<file path="src/hw/rtl/csum_pkg.sv">
// Shared types, constants and the one's-complement add for the checksum offload block.
// No dependencies; every other file in hw/rtl except csum_fifo imports this package.
package csum_pkg;

    // IP protocol numbers that get a transport checksum.
    localparam logic [7:0] PROTO_TCP = 8'd6;
    localparam logic [7:0] PROTO_UDP = 8'd17;

    // Result status codes.
    localparam logic [1:0] ST_OK     = 2'd0;
    localparam logic [1:0] ST_SHORT  = 2'd1;
    localparam logic [1:0] ST_NOT_L4 = 2'd2;
    localparam logic [1:0] ST_TRUNC  = 2'd3;

    // Smallest header length in 32-bit words, and the minimum packet length.
    localparam logic [3:0]  HWN_MIN   = 4'd5;
    localparam logic [16:0] MIN_LEN   = 17'd20;
    localparam logic [16:0] TCP_HDR   = 17'd20;
    localparam logic [16:0] UDP_HDR   = 17'd8;

    // Queue depths between the parts of the block.
    localparam int JOB_DEPTH = 4;
    localparam int RES_DEPTH = 4;
    localparam int RES_CW    = $clog2(RES_DEPTH + 1);

    // Everything the back end needs to finish one packet.
    typedef struct packed {
        logic [15:0] hsum;
        logic [15:0] psum;
        logic [7:0]  pend;
        logic [31:0] src;
        logic [31:0] dst;
        logic [7:0]  proto;
        logic [16:0] len;
        logic [5:0]  hlen;
        logic        ovf;
    } t_job;

    // One result transaction.
    typedef struct packed {
        logic [15:0] ipc;
        logic [15:0] tpc;
        logic        tcp;
        logic [1:0]  status;
    } t_result;

    // One's-complement 16-bit add with end-around carry.
    function automatic logic [15:0] fold_add(input logic [15:0] s, input logic [15:0] w);
        logic [16:0] t;
        t = {1'b0, s} + {1'b0, w};
        return t[15:0] + {15'd0, t[16]};
    endfunction

endpackage

</file>
<file path="src/hw/rtl/csum_fifo.sv">
// Small generic register-based queue with occupancy count.
// Standalone; used for the job queue and the result queue.
module csum_fifo #(
    parameter int WIDTH = 8,
    parameter int DEPTH = 4,
    localparam int CW = $clog2(DEPTH + 1)
) (
    input  logic             i_clk,
    input  logic             i_rst_n,
    input  logic             i_push,
    input  logic [WIDTH-1:0] i_data,
    input  logic             i_pop,
    output logic [WIDTH-1:0] o_data,
    output logic             o_full,
    output logic             o_empty,
    output logic [CW-1:0]    o_count
);

    localparam int AW = (DEPTH > 1) ? $clog2(DEPTH) : 1;

    logic [WIDTH-1:0] r_mem [DEPTH];
    logic [AW-1:0]    r_wp, n_wp;
    logic [AW-1:0]    r_rp, n_rp;
    logic [CW-1:0]    r_cnt, n_cnt;
    logic             w_wr;
    logic             w_rd;

    // Status and data out.
    assign o_full  = (r_cnt == CW'(DEPTH));
    assign o_empty = (r_cnt == '0);
    assign o_count = r_cnt;
    assign o_data  = r_mem[r_rp];

    // Pointer and count update; pointers wrap at the depth.
    always_comb begin
        w_wr  = i_push & ~o_full;
        w_rd  = i_pop & ~o_empty;
        n_wp  = r_wp;
        n_rp  = r_rp;
        n_cnt = r_cnt;
        if (w_wr) begin
            n_wp = (r_wp == AW'(DEPTH - 1)) ? '0 : r_wp + AW'(1);
        end
        if (w_rd) begin
            n_rp = (r_rp == AW'(DEPTH - 1)) ? '0 : r_rp + AW'(1);
        end
        if (w_wr && !w_rd) begin
            n_cnt = r_cnt + CW'(1);
        end else if (w_rd && !w_wr) begin
            n_cnt = r_cnt - CW'(1);
        end
    end

    always_ff @(posedge i_clk) begin
        if (!i_rst_n) begin
            r_wp  <= '0;
            r_rp  <= '0;
            r_cnt <= '0;
        end else begin
            r_wp  <= n_wp;
            r_rp  <= n_rp;
            r_cnt <= n_cnt;
        end
    end

    // Storage needs no reset.
    always_ff @(posedge i_clk) begin
        if (w_wr) begin
            r_mem[r_wp] <= i_data;
        end
    end

endmodule

</file>
<file path="src/hw/rtl/csum_front.sv">
// Byte-stream front end: parses the IPv4 header and keeps the running header and payload sums.
// Depends on csum_pkg; hands one job per packet to the job queue.
module csum_front import csum_pkg::*; #(
    parameter int MAX_PACKET_BYTES = 2048
) (
    input  logic       i_clk,
    input  logic       i_rst_n,
    input  logic       i_push,
    input  logic [7:0] i_packet_byte,
    input  logic       i_last_byte,
    input  logic       i_job_full,
    output logic       o_full,
    output logic       o_job_push,
    output t_job       o_job
);

    localparam logic [15:0] MAX_POS = 16'(MAX_PACKET_BYTES);

    logic [15:0] r_pos, n_pos;
    logic [3:0]  r_hwn, n_hwn;
    logic [7:0]  r_proto, n_proto;
    logic [31:0] r_src, n_src;
    logic [31:0] r_dst, n_dst;
    logic [15:0] r_hsum, n_hsum;
    logic [15:0] r_psum, n_psum;
    logic [7:0]  r_pend, n_pend;
    logic        r_ovf, n_ovf;

    logic        w_acc;
    logic        w_in_rng;
    logic [5:0]  w_hlen;
    logic        w_is_hdr;
    logic [15:0] w_rel;
    logic [7:0]  w_v;
    logic [15:0] w_word;

    assign w_acc      = i_push & ~i_job_full;
    assign o_full     = i_job_full;
    assign o_job_push = w_acc & i_last_byte;

    // Per-byte parse and sum update.
    always_comb begin
        w_in_rng = (r_pos < MAX_POS);
        n_hwn    = r_hwn;
        n_proto  = r_proto;
        n_src    = r_src;
        n_dst    = r_dst;
        n_hsum   = r_hsum;
        n_psum   = r_psum;
        n_pend   = r_pend;

        // Header length comes from the first byte, never below five words.
        if (w_in_rng && r_pos == 16'd0) begin
            n_hwn = (i_packet_byte[3:0] < HWN_MIN) ? HWN_MIN : i_packet_byte[3:0];
        end
        if (w_in_rng && r_pos == 16'd9) begin
            n_proto = i_packet_byte;
        end
        if (w_in_rng && r_pos >= 16'd12 && r_pos <= 16'd15) begin
            n_src = {r_src[23:0], i_packet_byte};
        end
        if (w_in_rng && r_pos >= 16'd16 && r_pos <= 16'd19) begin
            n_dst = {r_dst[23:0], i_packet_byte};
        end

        w_hlen   = {n_hwn, 2'b00};
        w_is_hdr = (r_pos < {10'd0, w_hlen});
        w_rel    = r_pos - {10'd0, w_hlen};

        // Checksum fields count as zero.
        w_v = i_packet_byte;
        if (w_is_hdr) begin
            if (r_pos == 16'd10 || r_pos == 16'd11) begin
                w_v = 8'd0;
            end
        end else begin
            if (n_proto == PROTO_TCP && (w_rel == 16'd16 || w_rel == 16'd17)) begin
                w_v = 8'd0;
            end
            if (n_proto == PROTO_UDP && (w_rel == 16'd6 || w_rel == 16'd7)) begin
                w_v = 8'd0;
            end
        end
        w_word = {r_pend, w_v};

        // Odd bytes complete a 16-bit word; even bytes wait for their partner.
        if (w_in_rng) begin
            if (r_pos[0]) begin
                if (w_is_hdr) begin
                    n_hsum = fold_add(r_hsum, w_word);
                end else begin
                    n_psum = fold_add(r_psum, w_word);
                end
            end else begin
                n_pend = w_v;
            end
        end

        n_ovf = r_ovf | ~w_in_rng;
        n_pos = (r_pos != 16'hffff) ? r_pos + 16'd1 : r_pos;

        // Job record for the back end, taken from the updated state.
        o_job.hsum  = n_hsum;
        o_job.psum  = n_psum;
        o_job.pend  = n_pend;
        o_job.src   = n_src;
        o_job.dst   = n_dst;
        o_job.proto = n_proto;
        o_job.len   = {1'b0, r_pos} + 17'd1;
        o_job.hlen  = w_hlen;
        o_job.ovf   = n_ovf;
    end

    // State clears on reset and after every last byte.
    always_ff @(posedge i_clk) begin
        if (!i_rst_n) begin
            r_pos   <= '0;
            r_hwn   <= '0;
            r_proto <= '0;
            r_src   <= '0;
            r_dst   <= '0;
            r_hsum  <= '0;
            r_psum  <= '0;
            r_pend  <= '0;
            r_ovf   <= 1'b0;
        end else if (w_acc) begin
            if (i_last_byte) begin
                r_pos   <= '0;
                r_hwn   <= '0;
                r_proto <= '0;
                r_src   <= '0;
                r_dst   <= '0;
                r_hsum  <= '0;
                r_psum  <= '0;
                r_pend  <= '0;
                r_ovf   <= 1'b0;
            end else begin
                r_pos   <= n_pos;
                r_hwn   <= n_hwn;
                r_proto <= n_proto;
                r_src   <= n_src;
                r_dst   <= n_dst;
                r_hsum  <= n_hsum;
                r_psum  <= n_psum;
                r_pend  <= n_pend;
                r_ovf   <= n_ovf;
            end
        end
    end

    // A finished packet leaves the parser fully cleared.
    a_clear_after_last: assert property (@(posedge i_clk) disable iff (!i_rst_n)
        (w_acc && i_last_byte) |=> (r_pos == 16'd0 && r_hsum == 16'd0 && r_psum == 16'd0))
        else $error("front state not cleared after last byte");

    // The byte position advances by one per accepted non-final byte until it saturates.
    a_pos_advance: assert property (@(posedge i_clk) disable iff (!i_rst_n)
        (w_acc && !i_last_byte && r_pos != 16'hffff) |=> (r_pos == $past(r_pos) + 16'd1))
        else $error("byte position did not advance");

endmodule

</file>
<file path="src/hw/rtl/csum_back.sv">
// Back end: two-stage pipeline that adds the pseudo-header, folds and sets the status.
// Depends on csum_pkg; reads the job queue and writes the result queue.
module csum_back import csum_pkg::*; (
    input  logic              i_clk,
    input  logic              i_rst_n,
    input  logic              i_job_empty,
    input  t_job              i_job,
    output logic              o_job_pop,
    input  logic [RES_CW-1:0] i_res_count,
    output logic              o_res_push,
    output t_result           o_res
);

    localparam int IW = RES_CW + 1;

    logic [IW-1:0] w_inflight;
    logic          w_issue;

    logic          w_tcp;
    logic          w_udp;
    logic [15:0]   w_pad;
    logic [15:0]   w_tlen;
    logic [16:0]   w_need;
    logic [1:0]    w_stat;

    logic          r_vA;
    logic [17:0]   r_sa1;
    logic [17:0]   r_sa2;
    logic [1:0]    r_statA;
    logic          r_tcpA;
    logic [15:0]   r_ipcA;

    logic [18:0]   w_tot;
    logic [16:0]   w_f1;
    logic [15:0]   w_f2;
    logic [15:0]   w_tpc;

    logic          r_vB;
    t_result       r_res;

    // Issue only when the result queue has room for everything in flight.
    assign w_inflight = {1'b0, i_res_count} + IW'(r_vA) + IW'(r_vB);
    assign w_issue    = ~i_job_empty && (w_inflight < IW'(RES_DEPTH));
    assign o_job_pop  = w_issue;

    // Stage A: status and two partial sums of the pseudo-header terms.
    always_comb begin
        w_tcp  = (i_job.proto == PROTO_TCP);
        w_udp  = (i_job.proto == PROTO_UDP);
        w_pad  = i_job.len[0] ? {i_job.pend, 8'h00} : 16'h0000;
        w_tlen = 16'(i_job.len - {11'd0, i_job.hlen});
        w_need = {11'd0, i_job.hlen} + (w_tcp ? TCP_HDR : UDP_HDR);
        if (i_job.len < MIN_LEN) begin
            w_stat = ST_SHORT;
        end else if (!w_tcp && !w_udp) begin
            w_stat = ST_NOT_L4;
        end else if (i_job.ovf || i_job.len < w_need) begin
            w_stat = ST_TRUNC;
        end else begin
            w_stat = ST_OK;
        end
    end

    always_ff @(posedge i_clk) begin
        r_sa1   <= 18'(i_job.psum) + 18'(w_pad) + 18'(i_job.src[31:16])
                 + 18'(i_job.src[15:0]);
        r_sa2   <= 18'(i_job.dst[31:16]) + 18'(i_job.dst[15:0]) + 18'(i_job.proto)
                 + 18'(w_tlen);
        r_statA <= w_stat;
        r_tcpA  <= w_tcp;
        r_ipcA  <= ~i_job.hsum;
    end

    // Stage B: combine, fold twice, invert; UDP never sends a zero checksum.
    always_comb begin
        w_tot = 19'(r_sa1) + 19'(r_sa2);
        w_f1  = 17'(w_tot[15:0]) + 17'(w_tot[18:16]);
        w_f2  = w_f1[15:0] + 16'(w_f1[16]);
        w_tpc = ~w_f2;
        if (!r_tcpA && w_tpc == 16'h0000) begin
            w_tpc = 16'hffff;
        end
    end

    always_ff @(posedge i_clk) begin
        r_res.status <= r_statA;
        if (r_statA == ST_OK) begin
            r_res.ipc <= r_ipcA;
            r_res.tpc <= w_tpc;
            r_res.tcp <= r_tcpA;
        end else begin
            r_res.ipc <= '0;
            r_res.tpc <= '0;
            r_res.tcp <= 1'b0;
        end
    end

    // Pipeline valid bits.
    always_ff @(posedge i_clk) begin
        if (!i_rst_n) begin
            r_vA <= 1'b0;
            r_vB <= 1'b0;
        end else begin
            r_vA <= w_issue;
            r_vB <= r_vA;
        end
    end

    assign o_res_push = r_vB;
    assign o_res      = r_res;

    // The credit check keeps the result queue from ever overflowing.
    a_credit: assert property (@(posedge i_clk) disable iff (!i_rst_n)
        w_inflight <= IW'(RES_DEPTH))
        else $error("more results in flight than result queue space");

    // Every job in stage A reaches stage B in the next cycle.
    a_stage_flow: assert property (@(posedge i_clk) disable iff (!i_rst_n)
        r_vA |=> r_vB)
        else $error("stage A transaction lost");

endmodule

</file>
<file path="src/hw/rtl/ipv4_tcp_udp_checksum_offload.sv">
// Top level of the IPv4 header and TCP/UDP checksum offload block.
// Depends on csum_pkg, csum_front, csum_fifo and csum_back.
//
//  Channel   Direction  Handshake           Payload
//  -------   ---------  ------------------  ----------------------------------------------
//  bytes     in         push / full         i_packet_byte, i_last_byte
//  results   out        pop / empty         o_ip_header_checksum, o_transport_checksum,
//                                           o_transport_is_tcp, o_result_status
//
// One byte is accepted per cycle while full is low; the front parser's single 16-bit fold per byte sets that rate.
// After its last byte, a packet passes the job queue, the two back-end stages and the result queue write.
// Reset is synchronous and active low; it clears parser state, queues and pipeline valids.
// full rises only when the four-entry job queue is full; the back end issues a job only when
// the four-entry result queue has room for it, so a stalled pop backs up into full.
module ipv4_tcp_udp_checksum_offload import csum_pkg::*; #(
    parameter int MAX_PACKET_BYTES = 2048
) (
    input  logic        i_clk,
    input  logic        i_rst_n,
    input  logic        push,
    output logic        full,
    input  logic [7:0]  i_packet_byte,
    input  logic        i_last_byte,
    output logic        empty,
    input  logic        pop,
    output logic [15:0] o_ip_header_checksum,
    output logic [15:0] o_transport_checksum,
    output logic        o_transport_is_tcp,
    output logic [1:0]  o_result_status
);

    logic              w_job_push;
    t_job              w_job_in;
    logic              w_job_full;
    logic              w_job_empty;
    logic              w_job_pop;
    t_job              w_job_out;

    logic              w_res_push;
    t_result           w_res_in;
    t_result           w_res_out;
    logic [RES_CW-1:0] w_res_count;
    logic              w_res_full;

    // Front end: parser and running sums.
    csum_front #(
        .MAX_PACKET_BYTES(MAX_PACKET_BYTES)
    ) u_front (
        .i_clk         (i_clk),
        .i_rst_n       (i_rst_n),
        .i_push        (push),
        .i_packet_byte (i_packet_byte),
        .i_last_byte   (i_last_byte),
        .i_job_full    (w_job_full),
        .o_full        (full),
        .o_job_push    (w_job_push),
        .o_job         (w_job_in)
    );

    // Queue between front and back.
    csum_fifo #(
        .WIDTH($bits(t_job)),
        .DEPTH(JOB_DEPTH)
    ) u_job_q (
        .i_clk   (i_clk),
        .i_rst_n (i_rst_n),
        .i_push  (w_job_push),
        .i_data  (w_job_in),
        .i_pop   (w_job_pop),
        .o_data  (w_job_out),
        .o_full  (w_job_full),
        .o_empty (w_job_empty),
        .o_count ()
    );

    // Back end: pseudo-header, fold and status.
    csum_back u_back (
        .i_clk       (i_clk),
        .i_rst_n     (i_rst_n),
        .i_job_empty (w_job_empty),
        .i_job       (w_job_out),
        .o_job_pop   (w_job_pop),
        .i_res_count (w_res_count),
        .o_res_push  (w_res_push),
        .o_res       (w_res_in)
    );

    // Result queue feeding the output ports.
    csum_fifo #(
        .WIDTH($bits(t_result)),
        .DEPTH(RES_DEPTH)
    ) u_res_q (
        .i_clk   (i_clk),
        .i_rst_n (i_rst_n),
        .i_push  (w_res_push),
        .i_data  (w_res_in),
        .i_pop   (pop),
        .o_data  (w_res_out),
        .o_full  (w_res_full),
        .o_empty (empty),
        .o_count (w_res_count)
    );

    assign o_ip_header_checksum = w_res_out.ipc;
    assign o_transport_checksum = w_res_out.tpc;
    assign o_transport_is_tcp   = w_res_out.tcp;
    assign o_result_status      = w_res_out.status;

    // The back end never pushes a result into a full result queue.
    a_no_res_overflow: assert property (@(posedge i_clk) disable iff (!i_rst_n)
        w_res_push |-> !w_res_full)
        else $error("result pushed into full queue");

endmodule

</file>
<file path="config.mk">
export PLATFORM = sky130hd
export DESIGN_NAME = ipv4_tcp_udp_checksum_offload
export DESIGN_NICKNAME = d
export VERILOG_FILES = /design/src/hw/rtl/csum_pkg.sv /design/src/hw/rtl/csum_fifo.sv /design/src/hw/rtl/csum_front.sv /design/src/hw/rtl/csum_back.sv /design/src/hw/rtl/ipv4_tcp_udp_checksum_offload.sv
export SDC_FILE = /design/constraint.sdc
export NUM_CORES = 1
export LEC_CHECK = 0
export BUFFER_PORTS_ARGS = -buffer_cell sky130_fd_sc_hd__buf_2
export CAP_MARGIN = 15
export CORE_ASPECT_RATIO = 1.75
export CORE_UTILIZATION = 43
export DETAILED_ROUTE_END_ITERATION = 10
export SYNTH_ARGS = -nofsm -noshare
export SYNTH_HDL_FRONTEND = slang
export SYNTH_SLANG_ARGS = --single-unit
</file>
<file path="constraint.sdc">
create_clock -name i_clk -period 16.75 [get_ports i_clk]
set_clock_uncertainty 0.15 [all_clocks]
set_input_delay 2.5125 -clock i_clk [delete_from_list [all_inputs] [get_ports i_clk]]
set_output_delay 2.5125 -clock i_clk [all_outputs]
set_load 0.01 [all_outputs]
</file>
==> impl_metrics.py, run 1 <==
metrics = {
    "outcome": {
        "status": "finished clean",
    },
    "sta": {
        "slew_headroom_pct": 24.8,
        "period_share_pct": 56.5,
        "whs_ns": 0.228,
        "slew_viol_final": 0,
        "finalSetupTns_ns": 0,
        "finalCriticalPeriod_ns": 9.46,
        "rsz0062_at_grt": "no",
        "setup_viol": 0,
        "tightest_slew_ns": 1.12,
        "hold_violations": 0,
        "fmax_mhz": 106,
    },
    "routing": {
        "drt_pass1_iterations": 5,
        "vias": 24295,
        "drcViolationCount": 0,
        "drt-initial-drc-count": 1485,
        "viasPerCell": 5.61,
        "ant_nets": 0,
        "totalWireLength_mm": 99.4,
        "avgRoutedWirePerCell_um": 22.9,
    },
    "worst_setup_path": {
        "crit_start": "i_packet_byte[3]",
        "crit_buf_inv": 2,
        "r2r_cells": 32,
        "cp_max_fo": 16,
        "start_kind": "input port",
        "crit_end": "u_job_q.r_mem[1][129]$_DFFE_PP_",
        "crit_cells": 29,
        "cp-end-kind": "register",
        "cpLargestDelayFamily": "compound AO/OA/AOI/OAI gates",
        "reg2reg_to": "u_job_q.r_mem[1][129]$_DFFE_PP_",
        "cp.required_ns": 16.98,
        "cp.arrival_ns": 9.69,
        "slowest_delay_ns": 0.78,
        "cp_common_cell": "o21ai_0",
        "worstReg2RegStart": "u_front.r_pos[7]$_SDFFE_PN0P_",
        "path_class": "input port to register",
        "crit_path_top_delay_cell": "or4_1",
        "reg2reg_slack_ns": 7.67,
    },
    "clock_network": {
        "numCtsBuffers": 83,
        "cts_tree": "done",
        "clk_latency_ns": 0.66,
        "ctsHoldBuffers": 0,
        "cts_max_path_buffers": 3,
        "cts_resized": 0,
        "cts_sinks": 919,
        "root_buffer": "clkbuf_16",
        "htree_levels": 3,
        "postCtsSetupBuffers": 0,
        "clkSlewWorstSetupHoldPaths_ns": 0.06,
    },
    "grt": {
        "grt_remaining_overflow": 0,
        "grt_usage_pct": 20.4,
        "antenna_found_initial": 0,
        "grt_pass1_vias": 25556,
        "grt_pass1_wl_mm": 151,
        "grt_start_max_net_pins": 82,
    },
    "floorplan": {
        "core_mm2": 0.0965,
        "ios": 50,
        "initial_utilization_pct": 43.3,
        "die_x_um": 238,
        "fp.dieH_um": 415,
        "die_area_mm2": 0.0986,
        "rows": 151,
    },
    "power_and_ir_drop": {
        "p_per_area_mw_per_mm2": 197,
        "peakVddDrop_v": 0.000142,
        "p_leak_nw": 16.6,
        "power_frac_seq_pct": 30.2,
        "p_switching_mw": 3.59,
        "swShare_pct": 39.5,
        "power_frac_clock_pct": 20.6,
        "p_total_mw": 9.10,
        "intPower_mw": 5.51,
        "comb_power_share_pct": 49.2,
    },
    "worst_hold_path": {
        "hp-class": "register to register",
        "worstHoldPathCells": 0,
    },
    "placed_design": {
        "gp_congestion": 0.852,
        "portBuffers": 49,
        "hpwl_mm": 67.9,
    },
    "logic_synthesis": {
        "syn-num-nets": 3123,
        "synth_edf_count": 676,
        "synth.avg_cell_area_um2": 14.3,
        "synth_top_area_cell": "edfxtp_1",
        "synth-seq-cells": 919,
        "ys_top_cells_by_area": "edfxtp_1 (49%), dfxtp_1 (12%), mux4_2 (9.0%), ha_1 (4.6%), mux2_2 (2.3%)",
        "ys_types": 84,
        "ys.flop_type": "edfxtp_1",
        "ys_seq_area_share_pct": 60.1,
        "netlist_top_cells_count": "edfxtp_1 (676), dfxtp_1 (243), mux4_2 (168)",
        "synth_async_sr_flop_share_pct": 0,
        "synth_warnings": 0,
        "synth_top_cell_area_share_pct": 48.5,
        "syn_area_mm2": 0.0418,
        "yosysMostFrequentCell": "edfxtp_1",
        "synth_cells": 2920,
    },
    "layout": {
        "num-nets-final": 3167,
        "syn2layout_area_growth_pct": 10.5,
        "drive_gt1_share_pct": 16.6,
    },
    "flow_run": {
        "drv_cap": 0,
    },
}
==> worst register-to-register path: cells and delay by family (launching register included) <==
kind                     cells  cell delay, ns
adder cells (fa/ha/maj)      5            1.40
AO/OA/AOI/OAI               15            2.86
XOR/XNOR                     1            0.15
flip-flops                   1            0.43
buffers and inverters        2            0.18
AND/OR/NAND/NOR              9            3.65
==> registers in the layout, summed over array words and instances, names as in the netlist, 2 cells and up, named ones only <==
signal / cells
u_res_q.r_wp: 2
u_front.r_src: 32
u_job_q.o_count: 3
u_back.o_res: 35
u_front.r_hwn: 4
u_front.r_proto: 8
u_front.r_pos: 16
u_job_q.r_mem: 536
u_front.r_dst: 32
u_back.r_sa1: 18
u_job_q.r_wp: 2
u_res_q.r_rp: 2
u_front.r_pend: 8
u_res_q.o_count: 3
u_front.r_hsum: 16
u_front.r_psum: 16
u_back.r_sa2: 18
u_job_q.r_rp: 2
u_back.r_statA: 2
u_res_q.r_mem: 140
u_back.r_ipcA: 16
==> logic make-up after synthesis <==
| kind of cell | Yosys count | share of synthesized area, % |
|---|---|---|
| flip-flops | 919 | 60.1 |
| AND/OR/NAND/NOR | 686 | 8.92 |
| multiplexers | 266 | 11.6 |
| XOR/XNOR | 145 | 3.04 |
| buffers and inverters | 240 | 2.18 |
| adder cells (fa/ha/maj) | 191 | 6.35 |
| AO/OA/AOI/OAI | 473 | 7.72 |
==> power by group through the flow <==
stage	sequential [mW]	combinational, mW	clock (mW)
after detailed placement	2.80	4.50	0
after floorplan	2.74	3.24	0
final	2.75	4.48	1.88
after CTS	2.75	4.53	1.92
after global routing	2.76	4.97	2.00
after global placement	2.79	4.44	0
==> through the flow <==
step / cell area [um2] / cells / worst slack (ns) / util [%]
global placement: 43600 / 4179 / 6.76 / 45.1
global route: 46200 / 4333 / 6.76 / 47.9
finish: 46200 / 4334 / 7.29 / 47.9
detailed placement: 43600 / 4179 / 6.75 / 45.1
floorplan: 41800 / 2920 / 8.08 / -
CTS: 46200 / 4333 / 7.42 / 47.9
==> final cells by class <==
class                           instances  area (um2)
Fill cell                            8318       50300
Sequential cell                       919       25200
Multi-Input combinational cell       1761       15800
Clock buffer                          112        2260
Tap cell                             1300        1630
Timing Repair Buffer                   86         526
Inverter                              113         424
Clock inverter                         42         399
Antenna cell                            1        2.50
==> routing by layer <==
| metal | vias to the layer above | track usage, % | wire (um) |
|---|---|---|---|
| met3 | 192 | 2.41 | 3180 |
| li1 | 11262 | - | - |
| met2 | 468 | 39.2 | 55100 |
| met1 | 12373 | 21.4 | 36000 |
| met5 | - | 0 | 0 |
| met4 | 0 | 10.6 | 5130 |
==> worst min-delay path by stage <==
| stage | startpoint | to | slack [ns] |
|---|---|---|---|
| after floorplan | u_back.r_statA[0]$_SDFF_PN1_ | u_back.o_res[0]$_DFF_P_ | 0.19 |
| after global placement | u_back.r_statA[0]$_SDFF_PN1_ | u_back.o_res[0]$_DFF_P_ | 0.22 |
| after detailed placement | u_back.r_statA[0]$_SDFF_PN1_ | u_back.o_res[0]$_DFF_P_ | 0.22 |
| after CTS | u_back.r_statA[0]$_SDFF_PN1_ | u_back.o_res[0]$_DFF_P_ | 0.23 |
| after global routing | u_back.r_statA[0]$_SDFF_PN1_ | u_back.o_res[0]$_DFF_P_ | 0.24 |
| final | u_back.r_statA[0]$_SDFF_PN1_ | u_back.o_res[0]$_DFF_P_ | 0.23 |
==> placed cells by master, fill, tap and decap left out, types with 38 or more instances in the layout <==
master     count
mux4_2       168
a21oi_1       69
nor3_1        42
nand3_1       47
buf_2         48
clkbuf_16     84
nor2_1       119
nand2_1      125
mux2_2        87
ha_1         154
inv_1        113
dfxtp_1      240
o21ai_0       97
nor2b_1      140
and2_1        44
a22oi_1      107
xnor2_1       98
buf_4         38
edfxtp_1     676
xor2_1        47
Power figures use the tool's default switching activity.
==> run 2: changes to the inputs <==
--- a/config.mk
+++ b/config.mk
@@ -5,6 +5,7 @@
 export SDC_FILE = /design/constraint.sdc
 export NUM_CORES = 1
 export LEC_CHECK = 0
+export ABC_AREA = 1
 export BUFFER_PORTS_ARGS = -buffer_cell sky130_fd_sc_hd__buf_2
 export CAP_MARGIN = 15
 export CORE_ASPECT_RATIO = 1.75
==> constraint.sdc (replaced) <==
create_clock -name i_clk -period 8.59 [get_ports i_clk]
set_clock_uncertainty 0.15 [all_clocks]
set_input_delay 1.2885 -clock i_clk [delete_from_list [all_inputs] [get_ports i_clk]]
set_output_delay 1.2885 -clock i_clk [all_outputs]
set_load 0.01 [all_outputs]
==> run 2 against run 1 <==
Combinational power up 140%. Clock power up 110%. Sequential cell count unchanged. Design area up 1.7%. Routed wire length grew 9.3%. Synthesized cell count increased by 43%. Core utilization rose by 0.13 points. Clock-buffer cell count shrank 3. Via count is 22% higher. Worst setup slack worse by 6.3 ns. Critical path type is now register to register. Largest power group unchanged.
==> impl_metrics.py, run 2 <==
metrics = {
    "routing": {
        "avgRoutedWirePerCell_um": 19.5,
        "drcViolationCount": 0,
        "ant_nets": 0,
        "totalWireLength_mm": 109,
        "drt-initial-drc-count": 1860,
        "drt_pass1_iterations": 6,
        "viasPerCell": 5.30,
        "vias": 29533,
    },
    "sta": {
        "slew_headroom_pct": 27.2,
        "hold_violations": 0,
        "fmax_mhz": 132,
        "finalCriticalPeriod_ns": 7.60,
        "setup_viol": 0,
        "tightest_slew_ns": 1.09,
        "period_share_pct": 88.5,
        "setup_ws_ns": 0.986,
        "rsz0062_at_grt": "no",
        "slew_viol_final": 0,
        "finalSetupTns_ns": 0,
    },
    "grt": {
        "grt_start_max_net_pins": 136,
        "antenna_found_initial": 2,
        "grt_usage_pct": 21.8,
        "grt_pass1_wl_mm": 165,
        "grt_pass1_vias": 28588,
        "grt_remaining_overflow": 0,
    },
    "logic_synthesis": {
        "synth-seq-cells": 919,
        "ys_top_cells_by_area": "edfxtp_1 (48%), dfxtp_1 (11%), nand2_1 (7.5%), ha_1 (4.5%), o21ai_0 (4.1%)",
        "synth_warnings": 0,
        "synth_top_area_cell": "edfxtp_1",
        "ys_types": 57,
        "synth.avg_cell_area_um2": 10.1,
        "ys.flop_type": "edfxtp_1",
        "ys_seq_area_share_pct": 59.3,
        "synth_top_cell_area_share_pct": 47.9,
        "synth_edf_count": 676,
        "synth_async_sr_flop_share_pct": 0,
        "yosysMostFrequentCell": "nand2_1",
        "syn_area_mm2": 0.0424,
        "synth_cells": 4188,
        "syn-num-nets": 4391,
        "netlist_top_cells_count": "nand2_1 (846), edfxtp_1 (676), nor2_1 (409)",
    },
    "worst_setup_path": {
        "start_kind": "register",
        "path_class": "register to register",
        "crit_path_top_delay_cell": "fa_1",
        "cp.required_ns": 8.88,
        "cp_common_cell": "nand2_1",
        "worstReg2RegStart": "u_front.r_pos[0]$_SDFFE_PN0P_",
        "cp_max_fo": 10,
        "cp.arrival_ns": 7.89,
        "reg2reg_to": "u_job_q.r_mem[0][116]$_DFFE_PP_",
        "slowest_delay_ns": 0.39,
        "reg2reg_slack_ns": 0.99,
        "r2r_cells": 48,
        "cp-end-kind": "register",
    },
    "worst_hold_path": {
        "hp-class": "register to register",
        "hold_start": "u_back.r_ipcA[1]$_DFF_P_",
        "holdPathEnd": "u_back.o_res[20]$_SDFF_PP0_",
        "worstHoldPathCells": 2,
    },
    "power_and_ir_drop": {
        "peakVddDrop_v": 0.000344,
        "p_leak_nw": 18.1,
        "p_per_area_mw_per_mm2": 430,
    },
    "clock_network": {
        "numCtsBuffers": 81,
        "cts_tree": "done",
        "clkSlewWorstSetupHoldPaths_ns": 0.07,
        "cts_sinks": 919,
        "htree_levels": 3,
        "cts_max_path_buffers": 3,
        "root_buffer": "clkbuf_16",
        "clk_latency_ns": 0.69,
        "postCtsSetupBuffers": 0,
    },
    "layout": {
        "num-nets-final": 4402,
        "drive_gt1_share_pct": 8.46,
        "largest_reg_flops": 536,
        "final_common_cell": "nand2_1",
        "syn2layout_area_growth_pct": 10.9,
        "antenna_cells": 0,
        "largest_register": "u_job_q.r_mem",
        "layout_common_cells": "nand2_1 (846), edfxtp_1 (676), nor2_1 (400)",
        "num-fill-cells": 8945,
    },
    "placed_design": {
        "portBuffers": 49,
        "gp_congestion": 0.918,
        "hpwl_mm": 74.7,
        "dp_slack_ns": 0.513,
    },
    "floorplan": {
        "core_mm2": 0.0979,
        "die_x_um": 239,
        "fp.dieH_um": 417,
        "initial_utilization_pct": 43.3,
        "rows": 152,
        "die_area_mm2": 0.0999,
        "ios": 50,
    },
    "flow_run": {
        "drv_cap": 0,
    },
    "outcome": {
        "status": "finished clean",
    },
}
run 2: kinds of logic after synthesis:
group,count (synthesis),synth area share [%]
AOI/OAI and AO/OA,874,11.6
muxes,23,0.605
xor gates and xnor gates,121,2.58
and+or+nand+nor,1533,14.9
adders and majority gates,190,6.24
DFF,919,59.3
buffers and inverters,528,4.72
run 2: worst max-delay path by stage:
stage / from / to / depth (start not counted)
global placement: i_packet_byte[3] / u_job_q.r_mem[3][132]$_DFFE_PP_ / 49
finish: u_front.r_pos[0]$_SDFFE_PN0P_ / u_job_q.r_mem[0][116]$_DFFE_PP_ / 48
CTS: u_front.r_pos[0]$_SDFFE_PN0P_ / u_job_q.r_mem[3][116]$_DFFE_PP_ / 47
floorplan: push / u_job_q.r_mem[0][0]$_DFFE_PP_ / 6
detailed placement: i_packet_byte[3] / u_job_q.r_mem[0][116]$_DFFE_PP_ / 44
global route: u_front.r_pos[0]$_SDFFE_PN0P_ / u_front.r_hsum[15]$_SDFFE_PN0P_ / 51
run 2: layout make-up:
class / count / area (um2) / share of cell area [%]
Clock buffer: 109 / 2310 / 4.90
Timing Repair Buffer: 103 / 663 / 1.41
Inverter: 353 / 1340 / 2.86
Multi-Input combinational cell: 2741 / 15300 / 32.6
Sequential cell: 919 / 25200 / 53.5
Tap cell: 1309 / 1640 / 3.48
Clock inverter: 43 / 567 / 1.21
run 2: what timing repair did:
item | in CTS | in global routing
hold buffers | 0 | 0
gates resized for setup | 0 | 3
setup endpoints to repair | 0 | 28
run 2: critical path: cells and delay by family (launching register included):
family,cells,cell delay [ns]
buf+inv,7,0.89
simple gates,29,3.39
compound gates,6,1.09
flops,1,0.37
fa+ha+maj,6,1.47
run 2: through the flow:
stage | instance area (um2) | util [%] | hold WS (ns) | std cells | total power [mW]
2_1_floorplan | 42400 | - | 0.173 | 4188 | 13.1
3_3_place_gp | 44100 | 45.1 | 0.247 | 5425 | 16.4
3_5_place_dp | 44100 | 45.1 | 0.248 | 5425 | 16.5
4_1_cts | 47000 | 48.0 | 0.258 | 5577 | 20.4
5_1_grt | 47000 | 48.0 | 0.265 | 5577 | 21.8
6_report | 47000 | 48.0 | 0.257 | 5577 | 20.2
run 2: per-layer routing:
layer	GRT usage [%]	vias up	routed length, um
met4	11.1	2	5450
met2	40.8	609	57700
met3	2.69	201	3720
li1	-	14441	-
met5	0	-	13
met1	23.8	14280	41700
run 2: where the power goes:
| group | total, mW | internal, mW | switching [mW] |
|---|---|---|---|
| Sequential | 5.43 | 5.25 | 0.182 |
| Combinational | 10.9 | 3.70 | 7.21 |
| Clock | 3.86 | 2.19 | 1.67 |
| Total | 20.2 | 11.1 | 9.07 |
